**config.mk**
```make
export PLATFORM = sky130hd
export DESIGN_NAME = dbat_ctrl
export DESIGN_NICKNAME = d
export VERILOG_FILES = /design/src/rtl/dbat_pkg.sv /design/src/rtl/dbat_ctrl.sv
export VERILOG_INCLUDE_DIRS = /design/src /design/src/rtl
export SDC_FILE = /design/constraint.sdc
export NUM_CORES = 1
export LEC_CHECK = 0
export BUFFER_PORTS_ARGS = -buffer_cell sky130_fd_sc_hd__buf_2
export CAP_MARGIN = 20
export CORE_UTILIZATION = 29
export DETAILED_ROUTE_END_ITERATION = 10
export PLACE_DENSITY = 0.53
export SLEW_MARGIN = 20
export SYNTH_ARGS = -nofsm -noshare
export SYNTH_HDL_FRONTEND = slang
export SYNTH_SLANG_ARGS = --single-unit
```
**constraint.sdc**
```tcl
create_clock -name clk_i -period 6.15 [get_ports clk_i]
set_clock_uncertainty 0.2 [all_clocks]
set_input_delay 1.23 -clock clk_i [delete_from_list [all_inputs] [get_ports clk_i]]
set_output_delay 1.23 -clock clk_i [all_outputs]
set_load 0.02 [all_outputs]
```
**src/rtl/disk_block_allocation_table_core_macros.svh**
```systemverilog
// Assertion macros of the allocation table RTL, used by the table controller.
// Users must provide clk_i and rst_ni in the scope of each use.
`ifndef DISK_BLOCK_ALLOCATION_TABLE_CORE_MACROS_SVH
`define DISK_BLOCK_ALLOCATION_TABLE_CORE_MACROS_SVH

// A property that must hold on every clock edge out of reset.
`define DBAT_ASSERT(lbl, prop, msg) \
  lbl: assert property (@(posedge clk_i) disable iff (!rst_ni) (prop)) else $error(msg);

// A condition that forces another one in the following cycle.
`define DBAT_ASSERT_NEXT(lbl, pre, post, msg) \
  lbl: assert property (@(posedge clk_i) disable iff (!rst_ni) (pre) |=> (post)) \
    else $error(msg);

`endif

```
**src/rtl/dbat_pkg.sv**
```systemverilog
// Types and constants of the disk block allocation table.
// No dependencies; used by the control module and the top level.
package dbat_pkg;

  // Table geometry.
  localparam int unsigned TABLE_DEPTH = 1024;
  localparam int unsigned ADDR_W      = $clog2(TABLE_DEPTH);
  localparam int unsigned CNT_W       = $clog2(TABLE_DEPTH + 1);

  // Fixed field widths.
  localparam int unsigned ID_W     = 32;
  localparam int unsigned SECTOR_W = 10;
  localparam int unsigned MATCH_W  = 11;
  localparam int unsigned LIMIT_W  = 11;
  localparam int unsigned CFG_IDX_W = 2;
  localparam int unsigned LIM_CMP_W = (CNT_W > LIMIT_W) ? CNT_W : LIMIT_W;

  // Operation codes.
  localparam logic [1:0] OP_ALLOC  = 2'd0;
  localparam logic [1:0] OP_LOOKUP = 2'd1;
  localparam logic [1:0] OP_FREE   = 2'd2;
  localparam logic [1:0] OP_COUNT  = 2'd3;

  // Result status codes.
  localparam logic STATUS_OK   = 1'b0;
  localparam logic STATUS_FAIL = 1'b1;

  // Configuration register indexes.
  localparam logic [CFG_IDX_W-1:0] CFG_TABLE_LIMIT = 2'd0;
  localparam logic [CFG_IDX_W-1:0] CFG_FIRST_ID    = 2'd1;

  // Reset values of the configuration.
  localparam logic [LIMIT_W-1:0] TABLE_LIMIT_RST = 11'd1024;
  localparam logic [ID_W-1:0]    FIRST_ID_RST    = 32'd1;

  typedef struct packed {
    logic [1:0]      operation;
    logic [ID_W-1:0] path_id;
    logic [ID_W-1:0] block_number;
    logic [ID_W-1:0] target_id;
  } in_item_t;

  typedef struct packed {
    logic                status;
    logic [ID_W-1:0]     block_id;
    logic [SECTOR_W-1:0] sector;
    logic [MATCH_W-1:0]  match_count;
  } out_item_t;

  // One table entry as stored in the entry memory.
  typedef struct packed {
    logic [ID_W-1:0] id;
    logic [ID_W-1:0] path;
    logic [ID_W-1:0] blk;
    logic            valid;
  } entry_t;

  localparam int unsigned ENTRY_W = $bits(entry_t);

  // Control from the register file to the table controller.
  typedef struct packed {
    logic [LIMIT_W-1:0] table_limit;
    logic               id_load;
    logic [ID_W-1:0]    id_value;
  } cfg_ctl_t;

  // Access request from the controller to the entry memory.
  typedef struct packed {
    logic              we;
    logic [ADDR_W-1:0] waddr;
    entry_t            wdata;
    logic              re;
    logic [ADDR_W-1:0] raddr;
  } ram_req_t;

endpackage

```
**src/rtl/dbat_ctrl.sv**
```systemverilog
// Table controller: sequences fresh allocation and the linear table scans.
// Depends on dbat_pkg and drives the entry memory through a ram_req_t.
`include "disk_block_allocation_table_core_macros.svh"

module dbat_ctrl import dbat_pkg::*; (
  input  logic      clk_i,
  input  logic      rst_ni,
  input  logic      in_valid_i,
  output logic      in_ready_o,
  input  in_item_t  in_item_i,
  output logic      out_valid_o,
  input  logic      out_ready_i,
  output out_item_t out_item_o,
  input  cfg_ctl_t  cfg_i,
  output ram_req_t  ram_req_o,
  input  entry_t    ram_rdata_i
);

  localparam logic [1:0] ST_IDLE   = 2'd0;
  localparam logic [1:0] ST_START  = 2'd1;
  localparam logic [1:0] ST_SCAN   = 2'd2;
  localparam logic [1:0] ST_FINISH = 2'd3;

  logic [1:0]        state_q, state_d;
  logic [CNT_W-1:0]  used_q, used_d;
  logic [ID_W-1:0]   next_id_q, next_id_d;
  logic [CNT_W-1:0]  rd_idx_q, rd_idx_d;
  logic              eval_vld_q, eval_vld_d;
  logic [ADDR_W-1:0] eval_idx_q, eval_idx_d;
  logic [CNT_W-1:0]  cnt_q, cnt_d;
  in_item_t          item_q, item_d;
  out_item_t         res_q, res_d;
  logic              out_valid_q, out_valid_d;
  out_item_t         out_q, out_d;

  logic [LIM_CMP_W-1:0] lim_eff;
  logic                 fresh;
  logic                 hit;
  logic                 path_eq;
  logic                 out_load;

  // Limit in effect is the register clipped to the table depth.
  always_comb begin
    if (LIM_CMP_W'(cfg_i.table_limit) > LIM_CMP_W'(TABLE_DEPTH)) begin
      lim_eff = LIM_CMP_W'(TABLE_DEPTH);
    end else begin
      lim_eff = LIM_CMP_W'(cfg_i.table_limit);
    end
  end

  assign fresh = (item_q.operation == OP_ALLOC) && (LIM_CMP_W'(used_q) < lim_eff);

  // Match test on the entry that the memory returns this cycle.
  assign path_eq = (ram_rdata_i.path == item_q.path_id);
  always_comb begin
    unique case (item_q.operation)
      OP_ALLOC:  hit = !ram_rdata_i.valid;
      OP_LOOKUP: hit = ram_rdata_i.valid && path_eq &&
                       (ram_rdata_i.blk == item_q.block_number);
      OP_FREE:   hit = (ram_rdata_i.id == item_q.target_id);
      OP_COUNT:  hit = 1'b0;
    endcase
  end

  assign out_load = (state_q == ST_FINISH) && (!out_valid_q || out_ready_i);

  // Sequencer: start, scan one entry per cycle unless a fresh allocate applies, then hand the result over.
  always_comb begin
    state_d    = state_q;
    used_d     = used_q;
    next_id_d  = next_id_q;
    rd_idx_d   = rd_idx_q;
    eval_vld_d = 1'b0;
    eval_idx_d = eval_idx_q;
    cnt_d      = cnt_q;
    item_d     = item_q;
    res_d      = res_q;
    ram_req_o  = '0;

    unique case (state_q)
      ST_IDLE: begin
        if (in_valid_i) begin
          item_d  = in_item_i;
          state_d = ST_START;
        end
      end
      ST_START: begin
        if (fresh) begin
          ram_req_o.we          = 1'b1;
          ram_req_o.waddr       = used_q[ADDR_W-1:0];
          ram_req_o.wdata.id    = next_id_q;
          ram_req_o.wdata.path  = item_q.path_id;
          ram_req_o.wdata.blk   = item_q.block_number;
          ram_req_o.wdata.valid = 1'b1;
          res_d.status      = STATUS_OK;
          res_d.block_id    = next_id_q;
          res_d.sector      = SECTOR_W'(used_q[ADDR_W-1:0]);
          res_d.match_count = '0;
          next_id_d = next_id_q + 1'b1;
          used_d    = used_q + 1'b1;
          state_d   = ST_FINISH;
        end else begin
          rd_idx_d = '0;
          cnt_d    = '0;
          state_d  = ST_SCAN;
        end
      end
      ST_SCAN: begin
        if (eval_vld_q && hit) begin
          // First hit ends the scan; allocate and free write the entry back.
          ram_req_o.we          = (item_q.operation == OP_ALLOC) ||
                                  (item_q.operation == OP_FREE);
          ram_req_o.waddr       = eval_idx_q;
          ram_req_o.wdata.id    = ram_rdata_i.id;
          ram_req_o.wdata.path  = (item_q.operation == OP_ALLOC) ?
                                  item_q.path_id : ram_rdata_i.path;
          ram_req_o.wdata.blk   = (item_q.operation == OP_ALLOC) ?
                                  item_q.block_number : ram_rdata_i.blk;
          ram_req_o.wdata.valid = (item_q.operation == OP_ALLOC);
          res_d.status      = STATUS_OK;
          res_d.block_id    = ram_rdata_i.id;
          res_d.sector      = SECTOR_W'(eval_idx_q);
          res_d.match_count = '0;
          state_d = ST_FINISH;
        end else if (!eval_vld_q && (rd_idx_q >= used_q)) begin
          // Every entry in use has been seen without a hit.
          res_d.status      = (item_q.operation == OP_COUNT) ? STATUS_OK : STATUS_FAIL;
          res_d.block_id    = '0;
          res_d.sector      = '0;
          res_d.match_count = (item_q.operation == OP_COUNT) ? MATCH_W'(cnt_q) : '0;
          state_d = ST_FINISH;
        end else begin
          if (eval_vld_q && path_eq) begin
            cnt_d = cnt_q + 1'b1;
          end
          if (rd_idx_q < used_q) begin
            ram_req_o.re    = 1'b1;
            ram_req_o.raddr = rd_idx_q[ADDR_W-1:0];
            rd_idx_d        = rd_idx_q + 1'b1;
            eval_vld_d      = 1'b1;
            eval_idx_d      = rd_idx_q[ADDR_W-1:0];
          end
        end
      end
      ST_FINISH: begin
        if (out_load) begin
          state_d = ST_IDLE;
        end
      end
    endcase

    // A write of first_id restarts the id sequence.
    if (cfg_i.id_load) begin
      next_id_d = cfg_i.id_value;
    end
  end

  // Output register decouples the result from the next transfer.
  always_comb begin
    out_valid_d = out_valid_q;
    out_d       = out_q;
    if (out_load) begin
      out_valid_d = 1'b1;
      out_d       = res_q;
    end else if (out_ready_i) begin
      out_valid_d = 1'b0;
    end
  end

  always_ff @(posedge clk_i or negedge rst_ni) begin
    if (!rst_ni) begin
      state_q     <= ST_IDLE;
      used_q      <= '0;
      next_id_q   <= FIRST_ID_RST;
      eval_vld_q  <= 1'b0;
      out_valid_q <= 1'b0;
      item_q      <= '0;
    end else begin
      state_q     <= state_d;
      used_q      <= used_d;
      next_id_q   <= next_id_d;
      eval_vld_q  <= eval_vld_d;
      out_valid_q <= out_valid_d;
      item_q      <= item_d;
    end
  end

  // Payload registers.
  always_ff @(posedge clk_i) begin
    rd_idx_q   <= rd_idx_d;
    eval_idx_q <= eval_idx_d;
    cnt_q      <= cnt_d;
    res_q      <= res_d;
    out_q      <= out_d;
  end

  assign in_ready_o  = (state_q == ST_IDLE);
  assign out_valid_o = out_valid_q;
  assign out_item_o  = out_q;

  `DBAT_ASSERT(a_used_in_range, used_q <= CNT_W'(TABLE_DEPTH), "used count beyond table depth")
  `DBAT_ASSERT(a_write_when_busy, !ram_req_o.we || state_q == ST_START || state_q == ST_SCAN, "memory write outside an operation")
  `DBAT_ASSERT_NEXT(a_accept_starts, in_valid_i && in_ready_o, state_q == ST_START, "accepted item did not start")
  `DBAT_ASSERT(a_scan_bounded, state_q != ST_SCAN || rd_idx_q <= used_q, "scan ran past the entries in use")

endmodule

```
Word-level counts from Yosys, hierarchy flattened
Cells that the tools add are included.
{"block": "totals", "regBits": 285, "inputBits": 243}
{"block": "op_classes", "mux": 41, "n_addsub": 4, "n_eq_ne": 18, "magnitude_cmp": 4, "reduce_logical": 26, "bitwise": 2}
{"cell": "$mux W108", "count": 2}
{"cell": "$pmux W108 S2", "count": 1}
{"cell": "$mux W54", "count": 3}
{"cell": "$mux W32", "count": 5}
{"cell": "$mux W11", "count": 13}
{"cell": "$pmux W54 S2", "count": 1}
{"cell": "$eq A32 B32 Y1", "count": 3}
{"cell": "$pmux W11 S2", "count": 2}
{"cell": "$add A11 B1 Y11 const B", "count": 3}
{"cell": "$add A32 B1 Y32 const B", "count": 1}
{"cell": "$lt A11 B11 Y1", "count": 2}
{"cell": "$ne A2 B2 Y1 const B", "count": 8}
{"cell": "$ge A11 B11 Y1", "count": 1}
{"cell": "$gt A11 B11 Y1 const B", "count": 1}
{"cell": "$reduce_and A5 Y1", "count": 2}
{"cell": "$eq A2 B2 Y1 const B", "count": 4}
{"cell": "$mux W1", "count": 8}
{"cell": "$mux W2", "count": 4}
{"cell": "$pmux W2 S4", "count": 1}
{"cell": "$reduce_bool A2 Y1", "count": 4}
{"cell": "$logic_and A1 B1 Y1", "count": 7}
{"cell": "$reduce_and A2 Y1", "count": 3}
{"cell": "$reduce_and A3 Y1", "count": 2}
{"cell": "$eq A2 B1 Y1 const B", "count": 2}
{"cell": "7 further kinds", "count": 12}

Longest topological paths before layout
Gate-level depths: netlist of run 1.
{"block": "depth", "ltp_word": 7, "ltp_mapped": 12, "depth_no_buf": 11}

Worst setup path after synthesis of run 1
No wires, ideal clock.
{"block": "synth_timing", "path_type": "input port to flip-flop", "startpoint": "in cfg_i[43] (netlist name)", "endpoint": "reg res_q[0] (netlist name), enable pin", "t_arrival_ns": 5.176, "setup_ns": 0.466, "path_slack_ns": 0.308, "stages": 10, "path_cell_list": "clkinv_1 > nand2_1 > ha_1 > a21o_1 > a21o_1 > a21oi_1 > o21ai_0 > a21boi_1 > a21oi_1 > nor2_1"}
{"block": "synth_between", "elab_chain_cells": 6}
{"element": "from (decl)", "line": "dbat_ctrl.sv:14", "source": "input cfg_ctl_t cfg_i,"}
{"element": "$gt A11 B11 Y1", "line": "dbat_ctrl.sv:44", "source": "if (LIM_CMP_W'(cfg_i.table_limit) > LIM_CMP_W'(TABLE_DEPTH)) begin"}
{"element": "$mux W11 *", "line": "dbat_ctrl.sv:44"}
{"element": "$lt A11 B11 Y1 *", "line": "dbat_ctrl.sv:51", "source": "assign fresh = (item_q.operation == OP_ALLOC) && (LIM_CMP_W'(used_q) < lim_eff);"}
{"element": "$logic_and A1 B1 Y1 *", "line": "dbat_ctrl.sv:51"}
{"element": "$ne A2 B2 Y1 (no source line) *"}
{"element": "$reduce_and A3 Y1 (no source line) *"}
{"element": "to (signal assigned)", "line": "dbat_ctrl.sv:193", "source": "res_q <= res_d;"}
{"element": "to (decl)", "line": "dbat_ctrl.sv:32", "source": "out_item_t res_q, res_d;"}
Mark *: on every way between the ends. The rest lies on a longest branch, timed or not.
A chain may end at the register's enable or synchronous reset.

==> impl_summary.log, run 1 <==
INFO  metric outcome = finished, final reports clean
INFO  metric starting_density = 29.5%
INFO  metric area_of_combinational_cells_with_multiple_inputs = 5930 µm²
INFO  metric final_cell_count_no_fill = ~2,200
INFO  metric die_area = just under 50,000 µm²
INFO  metric slowest_cell_delay_on_critical_path = 650 ps
INFO  metric cp_max_fo = 57
INFO  metric post_synth.cell_area_avg = about 12 µm²
INFO  metric power.ir.vdd_worst = 190 µV
INFO  metric mappedNetlistArea = 14,100 µm²
INFO  metric regToRegSetupSlack = 1930 ps
INFO  metric timing.max_slew.rel_slack = 28.6%
INFO  metric post-route-cell-area = 18,100 µm²
INFO  metric critPathLaunchType = input port
INFO  metric htree_levels = 2
INFO  metric cts.repair_timing.setup_buffer_count = 0
INFO  metric tritoncts_num_sinks = 285
INFO  metric critPathSlowestCell = sky130_fd_sc_hd__or4_1
INFO  metric dieWidth = 223 µm
INFO  metric number_of_warnings_issued_by_yosys = 0
INFO  metric routed_via_density = 4.97
INFO  metric routabilityCongestion = 0.919
INFO  metric critical_path.endpoint_type = output port
INFO  metric rsz_0062_raised_after_global_routing = false
INFO  metric max_capacitance_violation_total = 0
INFO  metric antenna_violating_nets_post_route = 0
INFO  metric totalPowerFinal = 8.02 mW
INFO  metric design.final.nets = 1,853
INFO  metric largest_net_degree_at_the_start_of_global_routing = slightly below 70
INFO  metric synth_sequential_area_ratio = 55.5%
INFO  metric dp_hpwl = 35.5 mm
INFO  metric finalHoldViolations = 0
INFO  metric period_minus_slack = between 5000 and 6000 ps
INFO  metric hold_worst_path_end = out_item_o[7]
INFO  metric whs_path_depth = 0
INFO  metric num_io_pins = between 400 and 500
INFO  metric grtUsageTotal = 18.8%
INFO  metric detailedRoute.firstPassIterationCount = 5
INFO  metric hold_buffers = 0
INFO  metric most-common-layout-cells = sky130_fd_sc_hd__buf_2 (416), sky130_fd_sc_hd__dfrtp_1 (144), sky130_fd_sc_hd__edfxtp_1 (140)
INFO  metric syn_nets = between 1,000 and 1,500
INFO  metric netlist-cell-type-count = 44
INFO  metric post_cts_resized = 0
INFO  metric report.final.slew_viol_count = 0
INFO  metric leakage_power_figure = between 7 and 8 nW
INFO  metric vias_in_the_first_global_route = around 11,000
INFO  metric worst_r2r_start = item_q[40]
INFO  metric fmax = 0.171 GHz
INFO  metric regToRegEndpoint = res_q[21]
INFO  metric area_growth_syn_to_layout = 28.5%
INFO  metric placed_cells_incl_taps = 2,160
INFO  metric power-per-cell-area = 442 nW/µm²
INFO  metric finalCritPeriodShare = between 90 and 100%
INFO  metric post_detailed_route_wirelength_per_cell = about 21 µm
INFO  metric dominantRegCellSynth = sky130_fd_sc_hd__dfrtp_1
INFO  metric ratio_of_cells_with_drive_above_1_in_the_final_layout = 38.4%
INFO  metric r2r_cells = 11
INFO  metric hold_path_origin = res_q[7]
INFO  metric hold_path_class = reg2reg
INFO  metric numCtsBuffers = 34
INFO  metric layout.core_utilization = 37.9%
INFO  metric ff_latch_area = 7830 µm²
INFO  metric synth_edf_count = 140
INFO  metric wirelength = approximately 47 mm
INFO  metric finalSetupTns = 0 ps
INFO  metric core_region_area = between 40,000 and 50,000 µm²
INFO  metric synth_cells = 1,155
INFO  metric detailedPlace.worstSlack = 169 ps
INFO  metric clock_tree_from_tritoncts = done
INFO  metric total_placed_instance_area = 17,100 µm²
INFO  metric count_of_routing_violations_after_the_opening_detailed_route_iteration = 659
INFO  metric critical_path.most_common_cell = sky130_fd_sc_hd__buf_2
INFO  metric worst_setup_hold_path_clk_slew = 60 ps
INFO  metric chipHeight = 223 µm
INFO  metric finalSetupViolCount = 0
INFO  metric num_vias = 11,105
INFO  metric critical_path.cell_chain = buf_2 -> xor2_1 -> nor4_1 -> buf_4 -> nand4_1 -> or4_1 -> a211oi_4 -> nor2b_4 -> buf_12 -> a22o_1 -> buf_2
INFO  metric worst-endpoint-required = 4720 ps
INFO  metric worst_case_clock_buffer_depth = 3
INFO  metric timing_worst_slew_pin_value = 1070 ps
INFO  metric synth-seq-cells = 285
INFO  metric grt_first_pass_wirelength = 70.0 mm
INFO  metric mostFrequentLayoutCell = sky130_fd_sc_hd__buf_2
INFO  metric layout.filler_cells = approximately 4,700
INFO  metric rows = 80
INFO  metric overflow = 0
INFO  metric cts_root_buffer = sky130_fd_sc_hd__clkbuf_16
INFO  metric port_buffers = 417
INFO  metric setup_crit_path_kind = in2out
INFO  metric drt_drc_violations_left = 0
INFO  metric antenna_found_initial = 12
INFO  metric cp_data_arrival_time = 4420 ps
INFO  metric whs = 217 ps
INFO  metric clk_latency = 540 ps
INFO  metric asyncSetResetFlopFracSynth = 50.9%
INFO  metric layout_setup_ws = 298 ps
-- final cells by class --
| class | instances | area share, % |
|---|---|---|
| Inverter | 42 | 0.869 |
| Clock inverter | 18 | 0.614 |
| Tap cell | 615 | 4.24 |
| Clock buffer | 44 | 5.17 |
| Timing Repair Buffer | 445 | 13.0 |
| Antenna cell | 11 | 0.152 |
| Multi-Input combinational cell | 773 | 32.7 |
| Sequential cell | 285 | 43.2 |
-- how the worst max path moves through the flow --
stage / from / to / depth (start not counted)
after floorplan: cfg_i[43] / res_q[0] / 10
after global placement: ram_rdata_i[52] / ram_req_o[36] / 11
after detailed placement: ram_rdata_i[52] / ram_req_o[35] / 11
after CTS: ram_rdata_i[52] / ram_req_o[35] / 11
after global routing: ram_rdata_i[52] / ram_req_o[68] / 11
final: ram_rdata_i[9] / ram_req_o[54] / 11
-- cells in the mapped netlist (2+ instances only) --
library cell,instances,area [µm²]
sky130_fd_sc_hd__xor2_1,71,622
sky130_fd_sc_hd__buf_4,2,15.0
sky130_fd_sc_hd__or3_1,3,18.8
sky130_fd_sc_hd__and3_1,8,50.1
sky130_fd_sc_hd__edfxtp_1,140,4200
sky130_fd_sc_hd__o2111a_1,2,22.5
sky130_fd_sc_hd__nor4b_1,2,17.5
sky130_fd_sc_hd__nor4_1,24,150
sky130_fd_sc_hd__ha_1,29,363
sky130_fd_sc_hd__dfrtp_1,144,3600
sky130_fd_sc_hd__nand2_1,81,304
sky130_fd_sc_hd__nor2_1,40,150
sky130_fd_sc_hd__mux2_2,108,1220
sky130_fd_sc_hd__clkinv_1,2,7.51
sky130_fd_sc_hd__nand3b_1,2,15.0
sky130_fd_sc_hd__a21oi_1,15,75.1
sky130_fd_sc_hd__a21boi_1,2,15.0
sky130_fd_sc_hd__nand2b_1,2,12.5
sky130_fd_sc_hd__buf_1,4,15.0
sky130_fd_sc_hd__buf_6,6,67.6
sky130_fd_sc_hd__a21o_1,6,45.0
sky130_fd_sc_hd__o21ai_1,2,10.0
sky130_fd_sc_hd__xnor2_1,81,709
sky130_fd_sc_hd__nand3_1,27,135
sky130_fd_sc_hd__o21ai_0,59,295
sky130_fd_sc_hd__o21a_1,4,30.0
sky130_fd_sc_hd__clkbuf_1,42,158
sky130_fd_sc_hd__a22o_1,118,1030
sky130_fd_sc_hd__a211oi_1,2,15.0
sky130_fd_sc_hd__o221ai_1,2,17.5
sky130_fd_sc_hd__and4_1,3,26.3
sky130_fd_sc_hd__nand4_1,31,194
sky130_fd_sc_hd__inv_1,40,150
sky130_fd_sc_hd__nor2b_1,3,18.8
sky130_fd_sc_hd__nor3_1,11,55.1
sky130_fd_sc_hd__and2_1,25,156
sky130_fd_sc_hd__mux2i_1,3,30.0
sky130_fd_sc_hd__or4_1,3,22.5
-- cell families (layout without fill, tap and decap cells) --
kind of cell	after synthesis	in the layout	synth area share, %
buf+inv	97	549	2.96
mux	111	111	8.83
xor+xnor	152	152	9.43
fa+ha+maj	29	29	2.57
flops	285	285	55.5
simple gates	266	266	9.46
compound gates	215	215	11.2
other cells	0	11	0
-- sequential cells by signal (all words and copies together), names as in the netlist --
signal	count
item_q	98
out_item_o	54
res_q	54
next_id_q	32
cnt_q	11
rd_idx_q	11
used_q	11
eval_idx_q	10
state_q	2
eval_vld_q	1
out_valid_o	1
-- where the power goes --
part | switching [mW] | total [mW] | internal (mW)
registers | 0.599 | 3.55 | 2.95
clock network | 0.829 | 1.91 | 1.09
logic | 1.47 | 2.56 | 1.09
-- routing by layer --
| metal | GRT usage (%) | share of wire, % |
|---|---|---|
| met5 | 0 | 0.028 |
| met4 | 9.57 | 4.4 |
| met3 | 4.13 | 7.2 |
| met2 | 29.9 | 47 |
| met1 | 24.1 | 41 |
-- worst max-delay path, delay by kind of cell --
kind	cells	cell delay, ps
AOI/OAI and AO/OA	2	530
xor gates and xnor gates	1	220
buffers and inverters	4	770
and+or+nand+nor	4	1620
(Power assumes the default switching activity.)
==> run 2, diff against run 1 <==
--- a/config.mk
+++ b/config.mk
@@ -8,9 +8,9 @@
 export LEC_CHECK = 0
 export BUFFER_PORTS_ARGS = -buffer_cell sky130_fd_sc_hd__buf_2
 export CAP_MARGIN = 20
-export CORE_UTILIZATION = 29
+export CORE_UTILIZATION = 30
 export DETAILED_ROUTE_END_ITERATION = 10
-export PLACE_DENSITY = 0.53
+export PLACE_DENSITY = 0.54
 export SLEW_MARGIN = 20
 export SYNTH_ARGS = -nofsm -noshare
 export SYNTH_HDL_FRONTEND = slang
==> run 2 against run 1 <==
  * Non-clock buffer count is 2 higher
  * Combinational power is 2% lower
  * Critical path type unchanged
  * Highest routed layer unchanged
  * Routed wire length hardly changed
  * First-iteration DRC count is 2.3% higher
  * Sequential share of layout area hardly changed
  * Via count is 0.95% lower
  * Global-route usage is 0.40 points higher
==> impl_summary.log, run 2 (synthesis results as in run 1) <==
INFO  metric outcome = finished, final reports clean
INFO  metric finalSetupViolCount = 0 (unchanged)
INFO  metric starting_density = 30.4% (+0.88 points)
INFO  metric rows = 79 (-1.3%)
INFO  metric leakage_power_figure = 7.80 nW (+0.13%)
INFO  metric detailedRoute.firstPassIterationCount = 5 (unchanged)
INFO  metric hold_buffers = 0 (unchanged)
INFO  metric vias_in_the_first_global_route = 10,836 (-2.4%)
INFO  metric ff_latch_area = 7830 µm² (unchanged)
INFO  metric whs_path_depth = 0 (unchanged)
INFO  metric dieWidth = 219 µm (-1.7%)
INFO  metric hold_path_origin = res_q[10]
INFO  metric area_growth_syn_to_layout = 28.3%
INFO  metric fmax = 0.174 GHz (+1.7%)
INFO  metric num_vias = 11,000 (-0.95%)
INFO  metric cp_max_fo = 38 (-33%)
INFO  metric grt_first_pass_wirelength = 68.1 mm (-2.7%)
INFO  metric worstSetupStartpoint = ram_rdata_i[64]
INFO  metric regToRegSetupSlack = 1890 ps (-40 ps)
INFO  metric antenna_violating_nets_post_route = 0 (unchanged)
INFO  metric report.final.slew_viol_count = 0 (unchanged)
INFO  metric power-per-cell-area = 441 nW/µm² (-0.23%)
INFO  metric clk_latency = 540 ps (about the same)
INFO  metric most-common-layout-cells = sky130_fd_sc_hd__buf_2 (416), sky130_fd_sc_hd__dfrtp_1 (144), sky130_fd_sc_hd__edfxtp_1 (140)
INFO  metric clock_tree_from_tritoncts = done
INFO  metric antenna_found_initial = 5 (-7)
INFO  metric finalSetupTns = 0 ps (unchanged)
INFO  metric timing.max_slew.rel_slack = 31.8% (+3.2 points)
INFO  metric post_cts_resized = 0 (unchanged)
INFO  metric post-route-cell-area = 18,100 µm² (-0.11%)
INFO  metric worst_r2r_start = used_q[5]
INFO  metric finalCritPeriodShare = 93.6% (-1.6 points)
INFO  metric hold_worst_path_end = out_item_o[10]
INFO  metric critical_path.endpoint_type = output port
INFO  metric layout.filler_cells = 4,587 (-2.6%)
INFO  metric tritoncts_num_sinks = 285 (unchanged)
INFO  metric area_of_combinational_cells_with_multiple_inputs = 5930 µm² (unchanged)
INFO  metric power.ir.vdd_worst = 208 µV (+9.6%)
INFO  metric drt_drc_violations_left = 0 (unchanged)
INFO  metric cts.repair_timing.setup_buffer_count = 0 (unchanged)
INFO  metric total_placed_instance_area = 17,000 µm² (about the same)
INFO  metric setup_crit_path_kind = in2out
INFO  metric hold_path_class = reg2reg
INFO  metric cp_data_arrival_time = 4330 ps (-90 ps)
INFO  metric dp_hpwl = 35.0 mm (-1.5%)
INFO  metric grtUsageTotal = 19.2% (+0.40 points)
INFO  metric chipHeight = 219 µm (-1.7%)
INFO  metric max_capacitance_violation_total = 0 (unchanged)
INFO  metric die_area = 47,900 µm² (-3.3%)
INFO  metric worst_setup_hold_path_clk_slew = 60 ps (about the same)
INFO  metric regToRegEndpoint = rd_idx_q[0]
INFO  metric wirelength = 47.1 mm (about the same)
INFO  metric regMostFlops = item_q
INFO  metric numCtsBuffers = 35 (+2.9%)
INFO  metric worst_case_clock_buffer_depth = 3 (unchanged)
INFO  metric routed_via_density = 4.95 (-0.41%)
INFO  metric largest_net_degree_at_the_start_of_global_routing = 66 (-2.9%)
INFO  metric design.final.nets = 1,856 (+0.16%)
INFO  metric rsz_0062_raised_after_global_routing = false
INFO  metric largest_register_ff_count = 98 (unchanged)
INFO  metric htree_levels = 2 (unchanged)
INFO  metric port_buffers = 417 (unchanged)
INFO  metric routabilityCongestion = 0.854 (-7.1%)
INFO  metric post_detailed_route_wirelength_per_cell = 21.2 µm (+0.63%)
INFO  metric cts_root_buffer = sky130_fd_sc_hd__clkbuf_16
INFO  metric r2r_cells = 9 (-2)
INFO  metric timing_worst_slew_pin_value = 1020 ps (-48.0 ps)
INFO  metric num_io_pins = 418 (unchanged)
INFO  metric finalHoldViolations = 0 (unchanged)
INFO  metric overflow = 0 (unchanged)
INFO  metric period_minus_slack = 5760 ps (-95.5 ps)
INFO  metric mostFrequentLayoutCell = sky130_fd_sc_hd__buf_2
INFO  metric core_region_area = 46,500 µm² (-2.9%)
INFO  metric ratio_of_cells_with_drive_above_1_in_the_final_layout = 38.0% (-0.38 points)
INFO  metric worst-endpoint-required = 4720 ps (about the same)
INFO  metric count_of_routing_violations_after_the_opening_detailed_route_iteration = 674 (+2.3%)
INFO  metric critPathLaunchType = input port
-- run 2: cell types whose count changed in the layout (fill, tap and decap cells not counted) --
cell	delta
sky130_fd_sc_hd__clkinv_1	+2
sky130_fd_sc_hd__buf_4	+3
sky130_fd_sc_hd__clkbuf_16	+1
sky130_fd_sc_hd__clkinvlp_4	-3
sky130_fd_sc_hd__clkinv_8	+1
sky130_fd_sc_hd__clkbuf_8	-4
sky130_fd_sc_hd__inv_6	-2
sky130_fd_sc_hd__clkinv_4	+1
sky130_fd_sc_hd__diode_2	-7
sky130_fd_sc_hd__clkbuf_1	+6
sky130_fd_sc_hd__bufinv_16	+1
sky130_fd_sc_hd__buf_12	-1
sky130_fd_sc_hd__clkinv_2	-2
-- run 2: report_power, final --
group	internal, mW	switching [mW]	total, mW
sequential	2.95	0.609	3.56
combinational	1.07	1.43	2.50
clock	1.11	0.827	1.94
-- run 2: layout make-up --
| cell class | count | share of cell area (%) |
|---|---|---|
| inverters | 42 | 0.870 |
| well taps | 607 | 4.19 |
| multi-input cells | 773 | 32.7 |
| clock inverters | 16 | 0.684 |
| repair buffers | 447 | 13.1 |
| diodes | 4 | 0.0553 |
| flip-flops and latches | 285 | 43.2 |
| clock buffers | 47 | 5.14 |
-- run 2: routing by layer --
layer  global-route usage [%]  up-vias  part of all wire (%)
met5                        0        -                 0.028
met4                     7.45        2                   2.7
met2                     32.0      423                    48
met3                     3.95       74                   6.4
li1                         -     5092                     -
met1                     24.4     5409                    42
-- run 2: worst max-delay path by stage --
stage                    end  slack, ps
2_1_floorplan       res_q[0]        310
3_3_place_gp   ram_req_o[41]        360
3_5_place_dp   ram_req_o[41]        300
4_1_cts        ram_req_o[41]        300
5_1_grt         ram_req_o[9]        120
6_report       ram_req_o[41]        390
-- run 2: through the flow --
step / cells / utilization [%] / setup WS [ps] / total power, mW / hold WS (ps)
final: 2221 / 39.0 / 393 / 8.00 / 196
after global routing: 2221 / 39.0 / 125 / 8.46 / 201
after CTS: 2217 / 39.0 / 300 / 8.12 / 204
after detailed placement: 2154 / 36.7 / 298 / 6.14 / 205
after global placement: 2154 / 36.7 / 362 / 6.08 / 200
after floorplan: 1155 / - / 308 / 5.09 / 200
-- run 2: worst max-delay path, cell delays in order --
cell and delay (ps):
sky130_fd_sc_hd__buf_2 110, sky130_fd_sc_hd__xnor2_1 280, sky130_fd_sc_hd__nand4_1 140, sky130_fd_sc_hd__nor4_1 420
sky130_fd_sc_hd__nand3_1 220, sky130_fd_sc_hd__or4_1 640, sky130_fd_sc_hd__a211oi_4 280, sky130_fd_sc_hd__nor2b_4 240
sky130_fd_sc_hd__buf_12 240, sky130_fd_sc_hd__buf_4 200, sky130_fd_sc_hd__a22o_1 140, sky130_fd_sc_hd__buf_2 160
==> run 3, diff against run 2 <==
--- a/config.mk
+++ b/config.mk
@@ -10,8 +10,6 @@
 export CAP_MARGIN = 20
 export CORE_UTILIZATION = 30
 export DETAILED_ROUTE_END_ITERATION = 10
-export PLACE_DENSITY = 0.54
-export SLEW_MARGIN = 20
 export SYNTH_ARGS = -nofsm -noshare
 export SYNTH_HDL_FRONTEND = slang
 export SYNTH_SLANG_ARGS = --single-unit
==> run 3 against run 2 <==
  * Hold slack improved by 21 ps
  * Worst setup slack got worse by 160 ps
  * Sequential share of layout area rose by 0.096 points
  * Routed wire length fell by 4.8%
  * Via count rose by 0.15%
  * Critical path depth fell by 1
  * Total power barely moved
  * Die area did not move
  * Non-clock buffer count fell by 10
==> impl_summary.log, run 3 (synthesis results as in run 1) <==
INFO  metric largest_register_ff_count = 98 (unchanged)
INFO  metric routed_metal_1_wirelength = 19.5 mm (-2.4%)
INFO  metric regToRegEndpoint = rd_idx_q[9]
INFO  metric dieWidth = 219 µm (unchanged)
INFO  metric clk_latency = 560 ps (+20 ps)
INFO  metric post-route-cell-area = 18,100 µm² (-0.22%)
INFO  metric detailedRoute.firstPassIterationCount = 5 (unchanged)
INFO  metric whs = 218 ps (+21.5 ps)
INFO  metric overflow = 0 (unchanged)
INFO  metric port_buffers = 417 (unchanged)
INFO  metric power-per-cell-area = 443 nW/µm² (+0.23%)
INFO  metric period_minus_slack = 5920 ps (+160 ps)
INFO  metric core_region_area = 46,500 µm² (unchanged)
INFO  metric critical_path.endpoint_type = output port
INFO  metric count_of_routing_violations_after_the_opening_detailed_route_iteration = 847 (+26%)
INFO  metric cts.repair_timing.setup_buffer_count = 0 (unchanged)
INFO  metric met2_wirelength = 20.8 mm (-8.7%)
INFO  metric dr.max_layer_used = met5
INFO  metric layout.filler_cells = 4,538 (-1.1%)
INFO  metric max_capacitance_violation_total = 0 (unchanged)
INFO  metric dp_hpwl = 33.1 mm (-5.4%)
INFO  metric worst_case_clock_buffer_depth = 3 (unchanged)
INFO  metric starting_density = 30.4% (unchanged)
INFO  metric fmax = 0.169 GHz (-2.7%)
INFO  metric ratio_of_cells_with_drive_above_1_in_the_final_layout = 37.9% (-0.14 points)
INFO  metric placed_cells_incl_taps = 2,144 (-0.46%)
INFO  metric totalPowerFinal = 8.00 mW (about the same)
INFO  metric worst_r2r_start = used_q[1]
INFO  metric die_area = 47,900 µm² (unchanged)
INFO  metric worstSetupStartpoint = ram_rdata_i[36]
INFO  metric numCtsBuffers = 35 (unchanged)
INFO  metric finalCritPeriodShare = 96.2% (+2.6 points)
INFO  metric regMostFlops = item_q
INFO  metric area_growth_syn_to_layout = 28.1%
INFO  metric wirelength = 44.8 mm (-4.8%)
INFO  metric setup.worst_path.end = ram_req_o[60]
INFO  metric antenna_violating_nets_post_route = 0 (unchanged)
INFO  metric finalHoldViolations = 0 (unchanged)
INFO  metric r2r_cells = 11 (+2)
INFO  metric worst-endpoint-required = 4720 ps (about the same)
INFO  metric cp_data_arrival_time = 4490 ps (+160 ps)
INFO  metric report.final.slew_viol_count = 0 (unchanged)
INFO  metric setup_crit_path_kind = in2out
INFO  metric vias_in_the_first_global_route = 10,797 (-0.36%)
INFO  metric rsz_0062_raised_after_global_routing = false
INFO  metric power.ir.vdd_worst = 210 µV (+1.1%)
INFO  metric antenna_found_initial = 9 (+4)
INFO  metric post_detailed_route_wirelength_per_cell = 20.2 µm (-4.6%)
INFO  metric final_cell_count_no_fill = 2,215 (-0.27%)
INFO  metric mostFrequentLayoutCell = sky130_fd_sc_hd__buf_2
INFO  metric num_vias = 11,016 (+0.15%)
INFO  metric detailedPlace.worstSlack = -20.3 ps (-319 ps)
INFO  metric cp_max_fo = 64 (+68%)
INFO  metric htree_levels = 2 (unchanged)
INFO  metric most-common-layout-cells = sky130_fd_sc_hd__buf_2 (416), sky130_fd_sc_hd__dfrtp_1 (144), sky130_fd_sc_hd__edfxtp_1 (140)
INFO  metric drt_drc_violations_left = 0 (unchanged)
INFO  metric layout_setup_ws = 234 ps (-160 ps)
INFO  metric critPathLaunchType = input port
INFO  metric leakage_power_figure = 7.75 nW (-0.65%)
INFO  metric grtUsageTotal = 18.3% (-0.92 points)
INFO  metric cts_root_buffer = sky130_fd_sc_hd__clkbuf_16
INFO  metric routabilityCongestion = 0.904 (+5.9%)
INFO  metric rows = 79 (unchanged)
INFO  metric num_io_pins = 418 (unchanged)
INFO  metric hold_path_origin = res_q[47]
INFO  metric timing.max_slew.rel_slack = 33.5% (+1.8 points)
INFO  metric largest_net_degree_at_the_start_of_global_routing = 66 (unchanged)
INFO  metric timing_worst_slew_pin_value = 997 ps (-26.5 ps)
INFO  metric clock_tree_from_tritoncts = done
INFO  metric tritoncts_num_sinks = 285 (unchanged)
INFO  metric hold_path_class = reg2reg
INFO  metric chipHeight = 219 µm (unchanged)
INFO  metric finalSetupViolCount = 0 (unchanged)
INFO  metric total_placed_instance_area = 17,000 µm² (-0.47%)
INFO  metric worst_setup_hold_path_clk_slew = 50 ps (about the same)
INFO  metric design.final.nets = 1,846 (-0.54%)
INFO  metric routed_via_density = 4.97 (+0.42%)
INFO  metric grt_first_pass_wirelength = 65.9 mm (-3.3%)
INFO  metric regToRegSetupSlack = 1700 ps (-190 ps)
INFO  metric met3_length = 3.01 mm (-0.79%)
INFO  metric outcome = finished, final reports clean
-- run 3: changes by cell type in the layout (fill, tap and decap cells not counted), moves of 2 or more --
cell,previous run,this run
sky130_fd_sc_hd__buf_4,26,16
sky130_fd_sc_hd__clkbuf_1,11,6
sky130_fd_sc_hd__clkbuf_8,1,4
sky130_fd_sc_hd__clkinv_1,8,10
sky130_fd_sc_hd__clkinv_2,6,4
sky130_fd_sc_hd__clkinvlp_4,0,3
sky130_fd_sc_hd__diode_2,4,8
-- run 3: critical path, cell delays in order --
cell                       delay (ps)
sky130_fd_sc_hd__buf_2            110
sky130_fd_sc_hd__xnor2_1          480
sky130_fd_sc_hd__nand4_1          160
sky130_fd_sc_hd__nor4_1           310
sky130_fd_sc_hd__nand3_1          180
sky130_fd_sc_hd__or4_1            730
sky130_fd_sc_hd__a211oi_4         370
sky130_fd_sc_hd__nor2b_4          220
sky130_fd_sc_hd__buf_12           270
sky130_fd_sc_hd__a22o_1           230
sky130_fd_sc_hd__buf_2            180
-- run 3: per-stage QoR --
stage,TNS (ps),util [%]
floorplan,0,-
global route,0,38.9
detailed placement,-20.3,36.5
global placement,0,36.5
finish,0,38.9
CTS,0,38.9
-- run 3: worst min-delay path by stage --
stage / slack (ps) / cells after the start / end
finish: 220 / 0 / out_item_o[47]
global route: 220 / 0 / out_item_o[41]
CTS: 220 / 0 / out_item_o[41]
detailed placement: 200 / 0 / out_item_o[45]
global placement: 200 / 0 / out_item_o[22]
floorplan: 200 / 0 / out_item_o[0]
-- run 3: routing by layer --
layer | vias up | GRT usage [%]
met5 | - | 0
met4 | 2 | 7.48
met3 | 77 | 3.83
met2 | 488 | 28.9
met1 | 5360 | 24.3
li1 | 5089 | -
-- run 3: timing repair --
action                     4_1_cts  5_1_grt
hold buffers                     0        0
setup endpoints to repair        1        0
resized for setup                1        0
-- run 3: report_power, final --
part | total (mW) | internal (mW) | switching, mW
logic | 2.49 | 1.06 | 1.43
clock network | 1.95 | 1.11 | 0.842
registers | 3.56 | 2.95 | 0.609
total | 8.00 | 5.12 | 2.88
-- run 3: cell type report --
type | instances | area [µm²] | share of cell area, %
flip-flops and latches | 285 | 7830 | 43.3
multi-input cells | 773 | 5930 | 32.8
repair buffers | 437 | 2290 | 12.7
clock buffers | 45 | 953 | 5.28
well taps | 607 | 759 | 4.20
inverters | 42 | 158 | 0.872
clock inverters | 18 | 125 | 0.692
diodes | 8 | 20.0 | 0.111
